**src/hw/rtl/assert_macros.svh**
```systemverilog
// assertion helpers used by the rtl
`ifndef ASSERT_MACROS_SVH
`define ASSERT_MACROS_SVH
`ifndef ASSERT_OFF
`define ASSERT_ALWAYS(name, clk, rst, expr, msg) \
   name: assert property (@(posedge clk) disable iff (rst) (expr)) else $error(msg);
`define ASSERT_IMPLY(name, clk, rst, ante, cons, msg) \
   name: assert property (@(posedge clk) disable iff (rst) (ante) |-> (cons)) else $error(msg);
`define ASSERT_NEXT(name, clk, rst, ante, cons, msg) \
   name: assert property (@(posedge clk) disable iff (rst) (ante) |=> (cons)) else $error(msg);
`else
`define ASSERT_ALWAYS(name, clk, rst, expr, msg)
`define ASSERT_IMPLY(name, clk, rst, ante, cons, msg)
`define ASSERT_NEXT(name, clk, rst, ante, cons, msg)
`endif
`endif

```
**src/hw/rtl/kcat_pkg.sv**
```systemverilog
package kcat_pkg;

   localparam int TABLE_DEPTH_DEF = 64;
   localparam int KEY_BITS_DEF    = 16;
   localparam int VALUE_BITS_DEF  = 32;
   localparam int QUEUE_DEPTH     = 2;

   localparam int OP_W    = 2;
   localparam int KEY_W   = 16;
   localparam int VALUE_W = 32;
   localparam int SLOT_W  = 6;
   localparam int COUNT_W = 7;

   localparam logic [OP_W-1:0] OP_CLEAR = 2'd0;
   localparam logic [OP_W-1:0] OP_ACCUM = 2'd1;
   localparam logic [OP_W-1:0] OP_READ  = 2'd2;
   localparam logic [OP_W-1:0] OP_NONE  = 2'd3;

   typedef enum logic [1:0] {
      CMD_CLEAR,
      CMD_ACCUM,
      CMD_READ,
      CMD_NOP
   } cmd_kind_type;

   typedef struct packed {
      logic [OP_W-1:0]    op;
      logic [KEY_W-1:0]   item_key;
      logic [VALUE_W-1:0] item_value;
      logic [SLOT_W-1:0]  read_slot;
   } req_type;

   typedef struct packed {
      logic [SLOT_W-1:0]  out_slot;
      logic [KEY_W-1:0]   out_key;
      logic [VALUE_W-1:0] out_value;
      logic               was_present;
      logic               dropped;
      logic               slot_valid;
      logic [COUNT_W-1:0] entry_count;
   } rsp_type;

   typedef struct packed {
      cmd_kind_type       kind;
      logic [KEY_W-1:0]   item_key;
      logic [VALUE_W-1:0] item_value;
      logic [SLOT_W-1:0]  read_slot;
   } cmd_type;

endpackage

```
**src/hw/rtl/kcat_front.sv**
```systemverilog
module kcat_front (
   input  logic              clock,
   input  logic              reset,
   input  logic              req_valid,
   output logic              req_stall,
   input  kcat_pkg::req_type req_data,
   output logic              push,
   output kcat_pkg::cmd_type push_cmd,
   input  logic              q_full
);

   logic              front_valid_ff;
   logic              front_valid_in;
   kcat_pkg::cmd_type front_cmd_ff;
   kcat_pkg::cmd_type front_cmd_in;
   logic              accept;

   assign req_stall = front_valid_ff && q_full;
   assign accept    = req_valid && !req_stall;
   assign push      = front_valid_ff && !q_full;
   assign push_cmd  = front_cmd_ff;

   // decode the op into a command kind for the back end
   always_comb begin
      front_cmd_in            = front_cmd_ff;
      front_valid_in          = front_valid_ff;
      if (accept) begin
         front_valid_in          = 1'b1;
         front_cmd_in.item_key   = req_data.item_key;
         front_cmd_in.item_value = req_data.item_value;
         front_cmd_in.read_slot  = req_data.read_slot;
         unique case (req_data.op)
            kcat_pkg::OP_CLEAR: front_cmd_in.kind = kcat_pkg::CMD_CLEAR;
            kcat_pkg::OP_ACCUM: front_cmd_in.kind = kcat_pkg::CMD_ACCUM;
            kcat_pkg::OP_READ:  front_cmd_in.kind = kcat_pkg::CMD_READ;
            kcat_pkg::OP_NONE:  front_cmd_in.kind = kcat_pkg::CMD_NOP;
         endcase
      end else if (push) begin
         front_valid_in = 1'b0;
      end
   end

   always_ff @(posedge clock) begin
      if (reset) begin
         front_valid_ff <= 1'b0;
      end else begin
         front_valid_ff <= front_valid_in;
      end
      front_cmd_ff <= front_cmd_in;
   end

endmodule

```
**src/hw/rtl/kcat_queue.sv**
```systemverilog
module kcat_queue (
   input  logic              clock,
   input  logic              reset,
   input  logic              push,
   input  kcat_pkg::cmd_type push_cmd,
   output logic              full,
   input  logic              pop,
   output logic              head_valid,
   output kcat_pkg::cmd_type head_cmd
);

   localparam int Depth = kcat_pkg::QUEUE_DEPTH;
   localparam int PW    = $clog2(Depth);
   localparam int CNTW  = $clog2(Depth + 1);

   kcat_pkg::cmd_type entries_ff [Depth];
   logic [PW-1:0]     wr_ptr_ff;
   logic [PW-1:0]     wr_ptr_in;
   logic [PW-1:0]     rd_ptr_ff;
   logic [PW-1:0]     rd_ptr_in;
   logic [CNTW-1:0]   count_ff;
   logic [CNTW-1:0]   count_in;

   assign full       = (count_ff == CNTW'(Depth));
   assign head_valid = (count_ff != '0);
   assign head_cmd   = entries_ff[rd_ptr_ff];

   always_comb begin
      wr_ptr_in = wr_ptr_ff;
      rd_ptr_in = rd_ptr_ff;
      count_in  = count_ff;
      if (push) begin
         wr_ptr_in = (wr_ptr_ff == PW'(Depth - 1)) ? '0 : wr_ptr_ff + PW'(1);
      end
      if (pop) begin
         rd_ptr_in = (rd_ptr_ff == PW'(Depth - 1)) ? '0 : rd_ptr_ff + PW'(1);
      end
      priority if (push && !pop) begin
         count_in = count_ff + CNTW'(1);
      end else if (pop && !push) begin
         count_in = count_ff - CNTW'(1);
      end
   end

   always_ff @(posedge clock) begin
      if (reset) begin
         wr_ptr_ff <= '0;
         rd_ptr_ff <= '0;
         count_ff  <= '0;
      end else begin
         wr_ptr_ff <= wr_ptr_in;
         rd_ptr_ff <= rd_ptr_in;
         count_ff  <= count_in;
         if (push) begin
            entries_ff[wr_ptr_ff] <= push_cmd;
         end
      end
   end

endmodule

```
**src/hw/rtl/kcat_back.sv**
```systemverilog
`include "assert_macros.svh"

module kcat_back #(
   parameter int TABLE_DEPTH = kcat_pkg::TABLE_DEPTH_DEF,
   parameter int KEY_BITS    = kcat_pkg::KEY_BITS_DEF,
   parameter int VALUE_BITS  = kcat_pkg::VALUE_BITS_DEF
) (
   input  logic              clock,
   input  logic              reset,
   input  logic              q_valid,
   input  kcat_pkg::cmd_type q_cmd,
   output logic              q_pop,
   output logic              rsp_valid,
   input  logic              rsp_stall,
   output kcat_pkg::rsp_type rsp_data
);

   localparam int AW = $clog2(TABLE_DEPTH);
   localparam int CW = $clog2(TABLE_DEPTH + 1);
   localparam int EW = KEY_BITS + VALUE_BITS;
   localparam int SW = (CW > kcat_pkg::SLOT_W) ? CW : kcat_pkg::SLOT_W;

   typedef enum logic [1:0] {
      ST_IDLE,
      ST_SEARCH,
      ST_READ
   } state_type;

   // table storage, key in the upper bits
   logic [EW-1:0]     mem [TABLE_DEPTH];
   logic [EW-1:0]     rd_data_ff;
   logic [AW-1:0]     raddr;
   logic              mem_we;
   logic [AW-1:0]     waddr;
   logic [EW-1:0]     wdata;

   state_type         state_ff;
   state_type         state_in;
   kcat_pkg::cmd_type cmd_ff;
   kcat_pkg::cmd_type cmd_in;
   logic [CW-1:0]     used_ff;
   logic [CW-1:0]     used_in;
   logic [AW-1:0]     idx_ff;
   logic [AW-1:0]     idx_in;
   logic              rsp_valid_ff;
   kcat_pkg::rsp_type rsp_ff;
   kcat_pkg::rsp_type rsp_in;
   logic              load_rsp;

   kcat_pkg::cmd_type act_cmd;
   logic              out_free;
   logic              do_append;
   logic [KEY_BITS-1:0]   acc_key;
   logic [VALUE_BITS-1:0] acc_val;
   logic [KEY_BITS-1:0]   rd_key;
   logic [VALUE_BITS-1:0] rd_val;
   logic [VALUE_BITS:0]   sum_wide;
   logic [VALUE_BITS-1:0] sum_sat;
   logic [CW-1:0]         nxt_idx;

   always_ff @(posedge clock) begin
      if (mem_we) begin
         mem[waddr] <= wdata;
      end
      rd_data_ff <= mem[raddr];
   end

   assign out_free  = !rsp_valid_ff || !rsp_stall;
   assign act_cmd   = (state_ff == ST_IDLE) ? q_cmd : cmd_ff;
   assign acc_key   = KEY_BITS'(act_cmd.item_key);
   assign acc_val   = VALUE_BITS'(act_cmd.item_value);
   assign rd_key    = rd_data_ff[EW-1:VALUE_BITS];
   assign rd_val    = rd_data_ff[VALUE_BITS-1:0];
   assign sum_wide  = {1'b0, rd_val} + {1'b0, acc_val};
   assign sum_sat   = sum_wide[VALUE_BITS] ? '1 : sum_wide[VALUE_BITS-1:0];
   assign nxt_idx   = CW'(idx_ff) + CW'(1);

   always_comb begin
      state_in  = state_ff;
      cmd_in    = cmd_ff;
      used_in   = used_ff;
      idx_in    = idx_ff;
      raddr     = '0;
      mem_we    = 1'b0;
      waddr     = '0;
      wdata     = '0;
      load_rsp  = 1'b0;
      rsp_in    = '0;
      q_pop     = 1'b0;
      do_append = 1'b0;

      unique case (state_ff)
         ST_IDLE: begin
            if (q_valid && out_free) begin
               q_pop  = 1'b1;
               cmd_in = q_cmd;
               unique case (q_cmd.kind)
                  kcat_pkg::CMD_CLEAR: begin
                     used_in  = '0;
                     load_rsp = 1'b1;
                  end
                  kcat_pkg::CMD_NOP: begin
                     load_rsp           = 1'b1;
                     rsp_in.entry_count = kcat_pkg::COUNT_W'(used_ff);
                  end
                  kcat_pkg::CMD_READ: begin
                     if (SW'(q_cmd.read_slot) < SW'(used_ff)) begin
                        raddr    = AW'(q_cmd.read_slot);
                        state_in = ST_READ;
                     end else begin
                        load_rsp           = 1'b1;
                        rsp_in.out_slot    = q_cmd.read_slot;
                        rsp_in.entry_count = kcat_pkg::COUNT_W'(used_ff);
                     end
                  end
                  kcat_pkg::CMD_ACCUM: begin
                     if (used_ff == '0) begin
                        do_append = 1'b1;
                     end else begin
                        raddr    = '0;
                        idx_in   = '0;
                        state_in = ST_SEARCH;
                     end
                  end
               endcase
            end
         end
         ST_SEARCH: begin
            // compare entry idx while the next one is being fetched
            priority if (rd_key == acc_key) begin
               mem_we             = 1'b1;
               waddr              = idx_ff;
               wdata              = {acc_key, sum_sat};
               load_rsp           = 1'b1;
               rsp_in.out_slot    = kcat_pkg::SLOT_W'(idx_ff);
               rsp_in.out_key     = kcat_pkg::KEY_W'(acc_key);
               rsp_in.out_value   = kcat_pkg::VALUE_W'(sum_sat);
               rsp_in.was_present = 1'b1;
               rsp_in.slot_valid  = 1'b1;
               rsp_in.entry_count = kcat_pkg::COUNT_W'(used_ff);
               state_in           = ST_IDLE;
            end else if (nxt_idx < used_ff) begin
               raddr  = nxt_idx[AW-1:0];
               idx_in = nxt_idx[AW-1:0];
            end else begin
               do_append = 1'b1;
               state_in  = ST_IDLE;
            end
         end
         ST_READ: begin
            load_rsp           = 1'b1;
            rsp_in.out_slot    = cmd_ff.read_slot;
            rsp_in.out_key     = kcat_pkg::KEY_W'(rd_key);
            rsp_in.out_value   = kcat_pkg::VALUE_W'(rd_val);
            rsp_in.slot_valid  = 1'b1;
            rsp_in.entry_count = kcat_pkg::COUNT_W'(used_ff);
            state_in           = ST_IDLE;
         end
         default: begin
            state_in = ST_IDLE;
         end
      endcase

      // miss: append at the end, or drop when the table is full
      if (do_append) begin
         priority if (used_ff < CW'(TABLE_DEPTH)) begin
            mem_we             = 1'b1;
            waddr              = used_ff[AW-1:0];
            wdata              = {acc_key, acc_val};
            used_in            = used_ff + CW'(1);
            load_rsp           = 1'b1;
            rsp_in.out_slot    = kcat_pkg::SLOT_W'(used_ff[AW-1:0]);
            rsp_in.out_key     = kcat_pkg::KEY_W'(acc_key);
            rsp_in.out_value   = kcat_pkg::VALUE_W'(acc_val);
            rsp_in.slot_valid  = 1'b1;
            rsp_in.entry_count = kcat_pkg::COUNT_W'(used_in);
         end else begin
            load_rsp           = 1'b1;
            rsp_in.dropped     = 1'b1;
            rsp_in.entry_count = kcat_pkg::COUNT_W'(used_ff);
         end
      end
   end

   always_ff @(posedge clock) begin
      if (reset) begin
         state_ff     <= ST_IDLE;
         used_ff      <= '0;
         rsp_valid_ff <= 1'b0;
      end else begin
         state_ff <= state_in;
         used_ff  <= used_in;
         if (load_rsp) begin
            rsp_valid_ff <= 1'b1;
         end else if (!rsp_stall) begin
            rsp_valid_ff <= 1'b0;
         end
      end
      cmd_ff <= cmd_in;
      idx_ff <= idx_in;
      if (load_rsp) begin
         rsp_ff <= rsp_in;
      end
   end

   assign rsp_valid = rsp_valid_ff;
   assign rsp_data  = rsp_ff;

   `ASSERT_ALWAYS(a_used_bound, clock, reset, used_ff <= CW'(TABLE_DEPTH), "entry count above depth")
   `ASSERT_IMPLY(a_busy_out_empty, clock, reset, state_ff != ST_IDLE, !rsp_valid_ff, "result pending while busy")
   `ASSERT_IMPLY(a_search_idx, clock, reset, state_ff == ST_SEARCH, CW'(idx_ff) < used_ff, "search past last entry")
   `ASSERT_IMPLY(a_drop_full, clock, reset, rsp_valid_ff && rsp_ff.dropped, used_ff == CW'(TABLE_DEPTH), "drop with room left")
   `ASSERT_NEXT(a_search_start, clock, reset, q_pop && (q_cmd.kind == kcat_pkg::CMD_ACCUM) && (used_ff != '0), state_ff == ST_SEARCH, "accumulate skipped search")

endmodule

```
**src/hw/rtl/keyed_count_accumulator_table_top.sv**
```systemverilog
// keyed count accumulator table
// req channel: one word per command (req_valid/req_stall, req_data); op selects
// clear, accumulate key and value, read one slot, or no operation.
// rsp channel: exactly one result word per command, in command order
// (rsp_valid/rsp_stall, rsp_data).
// a front register decodes commands into a two-entry queue; the back end
// owns the table memory and walks the stored keys one per cycle.
// a result passes the front register, the queue and the result register; a read
// of a filled slot also passes the read state, and an accumulate into a
// non-empty table walks the search state until it hits a slot or misses.
// the back end takes a new command only from idle with the result register
// free, so one command at a time; reads and searches are bound by the single
// read port of the table memory.
// reset empties the table and the queue; no clearing pass is needed.
// when rsp_stall is high the result word holds, the back end waits before
// starting the next command, and the queue and front fill, then req_stall rises.
module keyed_count_accumulator_table_top #(
   parameter int TABLE_DEPTH = kcat_pkg::TABLE_DEPTH_DEF,
   parameter int KEY_BITS    = kcat_pkg::KEY_BITS_DEF,
   parameter int VALUE_BITS  = kcat_pkg::VALUE_BITS_DEF
) (
   input  logic              clock,
   input  logic              reset,
   input  logic              req_valid,
   output logic              req_stall,
   input  kcat_pkg::req_type req_data,
   output logic              rsp_valid,
   input  logic              rsp_stall,
   output kcat_pkg::rsp_type rsp_data
);

   logic              push;
   kcat_pkg::cmd_type push_cmd;
   logic              q_full;
   logic              q_pop;
   logic              q_valid;
   kcat_pkg::cmd_type q_cmd;

   kcat_front u_front (
      .clock     (clock),
      .reset     (reset),
      .req_valid (req_valid),
      .req_stall (req_stall),
      .req_data  (req_data),
      .push      (push),
      .push_cmd  (push_cmd),
      .q_full    (q_full)
   );

   kcat_queue u_queue (
      .clock      (clock),
      .reset      (reset),
      .push       (push),
      .push_cmd   (push_cmd),
      .full       (q_full),
      .pop        (q_pop),
      .head_valid (q_valid),
      .head_cmd   (q_cmd)
   );

   kcat_back #(
      .TABLE_DEPTH (TABLE_DEPTH),
      .KEY_BITS    (KEY_BITS),
      .VALUE_BITS  (VALUE_BITS)
   ) u_back (
      .clock     (clock),
      .reset     (reset),
      .q_valid   (q_valid),
      .q_cmd     (q_cmd),
      .q_pop     (q_pop),
      .rsp_valid (rsp_valid),
      .rsp_stall (rsp_stall),
      .rsp_data  (rsp_data)
   );

endmodule
```
**config.mk**
```make
export PLATFORM = sky130hd
export DESIGN_NAME = keyed_count_accumulator_table_top
export DESIGN_NICKNAME = d
export VERILOG_FILES = /design/src/hw/rtl/kcat_pkg.sv /design/src/hw/rtl/kcat_front.sv /design/src/hw/rtl/kcat_queue.sv /design/src/hw/rtl/kcat_back.sv /design/src/hw/rtl/keyed_count_accumulator_table_top.sv
export VERILOG_INCLUDE_DIRS = /design/src /design/src/hw/rtl
export SDC_FILE = /design/constraint.sdc
export NUM_CORES = 2
export LEC_CHECK = 0
export BUFFER_PORTS_ARGS = -buffer_cell sky130_fd_sc_hd__buf_2
export CAP_MARGIN = 30
export CELL_PAD_IN_SITES_DETAIL_PLACEMENT = 1
export CELL_PAD_IN_SITES_GLOBAL_PLACEMENT = 1
export CORE_MARGIN = 3
export CORE_UTILIZATION = 42
export CTS_CLUSTER_SIZE = 12
export DETAILED_ROUTE_END_ITERATION = 7
export PLACE_DENSITY_LB_ADDON = 0.1
export SETUP_SLACK_MARGIN = 0.3
export SYNTH_ARGS = -nofsm -noshare
export SYNTH_HDL_FRONTEND = slang
export SYNTH_SLANG_ARGS = --single-unit
```
**constraint.sdc**
```tcl
create_clock -name clock -period 12.8 [get_ports clock]
set_input_delay 1.92 -clock clock [delete_from_list [all_inputs] [get_ports clock]]
set_output_delay 1.92 -clock clock [all_outputs]
set_load 0.05 [all_outputs]
```
# [Yosys cells after proc, flatten, opt, wreduce, memory -nomap -nowiden]
# Memories as Yosys holds them, arrays and structs flattened. A register that Yosys moved wholly into a read port is not among the register bits.
# Index checks and enable logic that the tools add are counted.
[word_totals] inputBits=60 ram_bits=3184 n_memories=2 regBits=195 out_inout_bits=66 word_cells=164
[mem_list] name="u_back.mem" depth=64 word_bits=48 read_ports=1 rd_clocked_by_memory_dff=1 wr=1 line="kcat_back.sv:30" source="logic [EW-1:0] mem [TABLE_DEPTH];"
[mem_list] name="u_queue.entries_ff" depth=2 word_bits=56 read_ports=1 rd_clocked_by_memory_dff=1 wr=1 line="kcat_queue.sv:16" source="kcat_pkg::cmd_type entries_ff [Depth];"
[op_classes] n_eq_ne=20 order_cmp=3 n_addsub=7 muxes=85 reduce_logical=25
[ops] op="two-way mux 48 bit" n=4
[ops] op="two-way mux 54 bit" n=3
[ops] op="two-way mux 6 bit" n=17
[ops] op="case mux 48 bit (2 select lines)" n=1
[ops] op="two-way mux 7 bit" n=8
[ops] op="two-way mux 55 bit" n=1
[ops] op="adder 32 x 32 -> 33 bit" n=1
[ops] op="two-way mux 32 bit" n=1
[ops] op="two-way mux 1 bit" n=29
[ops] op="case mux 6 bit (2 select lines)" n=2
[ops] op="case mux 7 bit (3 select lines)" n=1
[ops] op="case mux 6 bit (3 select lines)" n=1
[ops] op="== test 16 bit" n=1
[ops] op="two-way mux 8 bit" n=2
[ops] op="two-way mux 2 bit" n=7
[ops] op="case mux 7 bit (2 select lines)" n=1
[ops] op="== test 2 bit, second input constant" n=6
[ops] op="inequality test 3 bit, second input constant" n=3
[ops] op="inequality test 2 bit, second input constant" n=4
[ops] op="case mux 2 bit (2 select lines)" n=2
[ops] op="case mux 2 bit (4 select lines)" n=1
[ops] op="nonzero test 2 bit" n=4
[ops] op="adder 6 x 1 -> 7 bit, second input constant" n=1
[ops] op="adder 7 x 1 -> 7 bit, second input constant" n=1
[ops] op="other kinds (20)" n=38

# [Depth between registers and ports, before layout]
[logic_depth] ltp_word=9 depth_mapped=22 mapped_depth_nobuf=19

# [Hierarchy]
# From an unflattened synthesis, not the netlist that was laid out.
[hier_totals] cells_unflattened=8352 area_unflattened_um2=135796.5
[by_module_without_submodules] module="kcat_back" area_per_inst_um2=129787.0 cells_per_inst=8092 instances=1 seq_area_each_um2=97133.2
[by_module_without_submodules] module="kcat_queue" area_per_inst_um2=4265.3 cells_per_inst=196 instances=1 seq_area_each_um2=3463.3
[by_module_without_submodules] module="kcat_front" area_per_inst_um2=1744.2 cells_per_inst=64 instances=1 seq_area_each_um2=1701.6

# [Worst setup path after synthesis]
# Ideal clock, no wire load.
[synth_timing] path_type="input to register" startpoint="input rsp_stall" endpoint="memory u_back.mem[40][0] in the netlist's numbering (enable)" setup_slack_ps=5472 path_buffers=0 t_required_ps=12287 path_stages=8 t_arrival_ps=6815 path_cell_list="a21oi_1 nand2_1 o22ai_1 nand2_1 and2_1 a21boi_0 nand2_1 nor3_1"
[synth_via] elab_chain_cells=8 elab_cells_between_ends=9 cone_classes="mux (6); reduce/logical (3)"
[synth_rtl] element="from (decl)" line="keyed_count_accumulator_table_top.sv:28" source="input logic rsp_stall,"
[synth_rtl] element="zero test 1 bit (*)" line="kcat_back.sv:68" source="assign out_free = !rsp_valid_ff || !rsp_stall;"
[synth_rtl] element="logical OR 1 bit (*)" line="kcat_back.sv:68"
[synth_rtl] element="logical AND 1 bit (*)" line="kcat_back.sv:94" source="if (q_valid && out_free) begin"
[synth_rtl] element="two-way mux 1 bit (*)" line="kcat_back.sv:94"
[synth_rtl] element="case mux 1 bit (2 select lines) (*)" line="kcat_back.sv:92" source="unique case (state_ff)"
[synth_rtl] element="two-way mux 1 bit" line="kcat_back.sv:165" source="if (do_append) begin"
[synth_rtl] element="two-way mux 1 bit" line="kcat_back.sv:62" source="if (mem_we) begin"
[synth_rtl] element="two-way mux 1 bit (not written as such)" line="kcat_back.sv:63" source="mem[waddr] <= wdata;"
[synth_rtl] element="to (decl)" line="kcat_back.sv:30"
# Mark *: on every way between the ends. The rest lies on a longest branch, timed or not.

==> results.md <==
* FF+latch area at 0.102 mm2
* Crit. End Element: register
* Nets@finish at 9981
* Routed Antenna Nets at 0
* Failing checks: DRC
* Cell Rows at 208
* Drt via density at 5.86
* Ys Warns at 0
* Core ar. at 0.322 mm2
* Seq/Total Area, Yosys at 75.2%
* Number of global-route vias before repair at 85600
* Peak VDD IR at 225 uV
* # hold bufs at CTS at 0
* Num CTS Buffers at 372
* Pwr Density at 195 mW/mm2
* Post-detail-place hpwl at 254 mm
* CP delay by family, top: buffers and inverters
* CTS tree: yes
* Root Buffer: clkbuf_16
* Area of the multi-input gates at 0.0321 mm2
* Area delta synth->final at 13.9%
* Clock Latency Late Sink at 0.94 ns
* Cell-by-cell trace of the critical path: buf_4, mux2i_1, inv_1, ha_1, a21o_1, a211oi_1, a221o_1, nand4_1, buf_4, nand2_4, buf_12, buf_4, buf_4, mux2i_1, mux2i_1, mux2i_1, o221ai_1, and4_1
* Via count at 84800
* # IOs at 126
* Startpoint Class: register
* Post-Syn Nets at 9791
* Slew @ Worst Pin at 1.14 ns
* Post-route DRC at 5
* Slew headroom at 23.3%
* GPL Wtd Cong at 0.865
* Flop-to-flop setup slack at 4.41 ns
* Total wire length at 441 mm
* Worst path bufs/invs at 6
* Layout cells sized above 1 at 10.8%
* Final Max Tran Viols at 0
* Max incr delay on CP at 0.78 ns
* CTS HTree Levels at 5
* Synth Instances at 9674
* Predominant post-synthesis flop cell: edfxtp_1
* DIE WIDTH at 575 um
* Avg Inst Size Synth at 14.1 um2
* Crit path required time at 13.56 ns
* RSZ-0062 raised after global routing: false
* Initial Utilization at 42.3%
* Overflow after GRT at 0
* Clock skew at 0.0394 ns
* CP Class: register to register
* Synth top area share at 74.3%
* Gr usage total at 26.1%
* Port Buffer Count at 125
* LEAKAGE at 51.8 nW
* Routed len/inst at 30.5 um
* CP Data Arrival Time at 9.15 ns
* Final WS setup at 4.41 ns
* Pin count of the biggest net entering global routing at 168
* Yosys reg bits at 3428
* Final Hold Violating Endpoints at 0
* Async S/R FF share, synth at 0%
* Fmax at 119 MHz
* Synth area leader: edfxtp_1
* Number of max-cap violations at 0
* Fin crit share at 65.6%
* Clock-pin slew on the worst setup and hold paths at 0.06 ns
* Type of the worst min-delay path: register to register
* Post-Place Cells at 13800
* Most frequent cell after synthesis: edfxtp_1
* Fillers at 31500
* Worst-path fanout max at 112
* Drt pass-1 iters at 8
* Non-Filler Instances at 14500
* Fin Setup TNS at 0 ns
* First-pass GRT wire length at 631 mm
* Area contributors post-synth: edfxtp_1, nand2_1, mux2i_1, nand3_1, a32oi_1
* Post-Syn Area at 0.136 mm2
* Initial antenna violation count at 32
* CP max stage cell: buf_4
* Die ar. at 0.331 mm2
* Number of gates resized after CTS at 0
* Initial DRC Count at 8537
* Status: complete, but fails checks
* Clk buf depth at 4
* Most instantiated cells after synthesis: edfxtp_1, nand2_1, nand3_1, mux2i_1, clkbuf_1
* Synth unique cells at 73
* Place WS at 4.44 ns
* Clk sinks at 3428
* Number of post-CTS setup repair buffers at 0
* Post-synth EDFFs at 3364
* Final setup fails at 0
* Final Critical Period at 8.39 ns
* Die height at 575 um
-- cell type report --
type,instances,area share (%)
timing repair buffer,415,2.21
clock buffer,504,6.54
antenna,8,0.0129
inverter,111,0.270
tap,4305,3.48
sequential,3428,66.1
multi-input combinational,5536,20.7
clock inverter,151,0.729
-- state kept, by name, summed over array words and instances, names as in the netlist, named ones only --
name                    count
u_front.push_cmd           56
u_front.front_valid_ff      1
u_back.rsp_data            64
u_back.rsp_valid            1
u_queue.wr_ptr_ff           1
u_queue.count_ff            2
u_queue.rd_ptr_ff           1
u_queue.entries_ff        112
u_back.idx_ff               6
u_back.used_ff              7
u_back.rd_data_ff          48
u_back.cmd_ff              54
u_back.mem               3072
u_back.state_ff             2
-- through the flow --
step                      utilization [%]  total power [mW]  instance area, um2  hold WS (ns)
after detailed placement             44.6              20.2              143000         0.432
final                                48.1              30.2              155000         0.445
after global placement               44.4              20.1              143000         0.428
after CTS                            48.1              30.4              155000         0.448
after floorplan                         -              17.5              136000         0.421
after global routing                 48.1              31.3              155000         0.458
-- cell usage in the layout (no fill, tap or decap), types with 94 or more instances in the layout --
cell type / count
clkbuf_16: 378
edfxtp_1: 3364
nand3_1: 1002
inv_1: 109
a32oi_1: 199
o21ai_0: 114
clkbuf_1: 107
buf_2: 132
nand2_1: 2396
a21oi_1: 113
buf_4: 242
mux2i_1: 598
a31oi_1: 217
nor2_1: 94
-- final timing paths --
| path | start | endpoint | cells after the start |
|---|---|---|---|
| worst max-delay path | register | u_back.rd_data_ff[41] | 18 |
| worst min-delay path | u_front.push_cmd[41] | u_queue.entries_ff[1][41] | 0 |
| worst max register to register | register | u_back.rd_data_ff[41] | 18 |
| worst min register to register | u_front.push_cmd[41] | u_queue.entries_ff[1][41] | 0 |
-- cells by family (layout without fill, tap and decap cells) --
family                   count (synthesis)  count (layout)  synth area share [%]
AO/OA/AOI/OAI                         1011            1011                  5.31
XOR/XNOR                                64              64                 0.412
adder cells (fa/ha/maj)                 57              57                 0.530
buffers and inverters                  710            1181                  2.23
flip-flops                            3428            3428                  75.2
multiplexers                           605             605                  4.46
other                                    0               8                     0
AND/OR/NAND/NOR                       3799            3799                  11.8
-- metal layers --
metal / track usage, % / part of all wire [%] / up-vias
met4: 5.96 / 2.3 / 2
li1: - / - / 36600
met5: 0 / 0.0029 / -
met3: 3.12 / 5.9 / 555
met2: 42.0 / 47 / 2815
met1: 37.9 / 45 / 44800
-- power by group --
part | switching (mW) | internal [mW]
Combinational | 4.55 | 1.65
Clock | 4.38 | 5.74
Sequential | 0.426 | 13.4
Total | 9.35 | 20.8
Note: power is estimated with default switching activity, not from simulation.
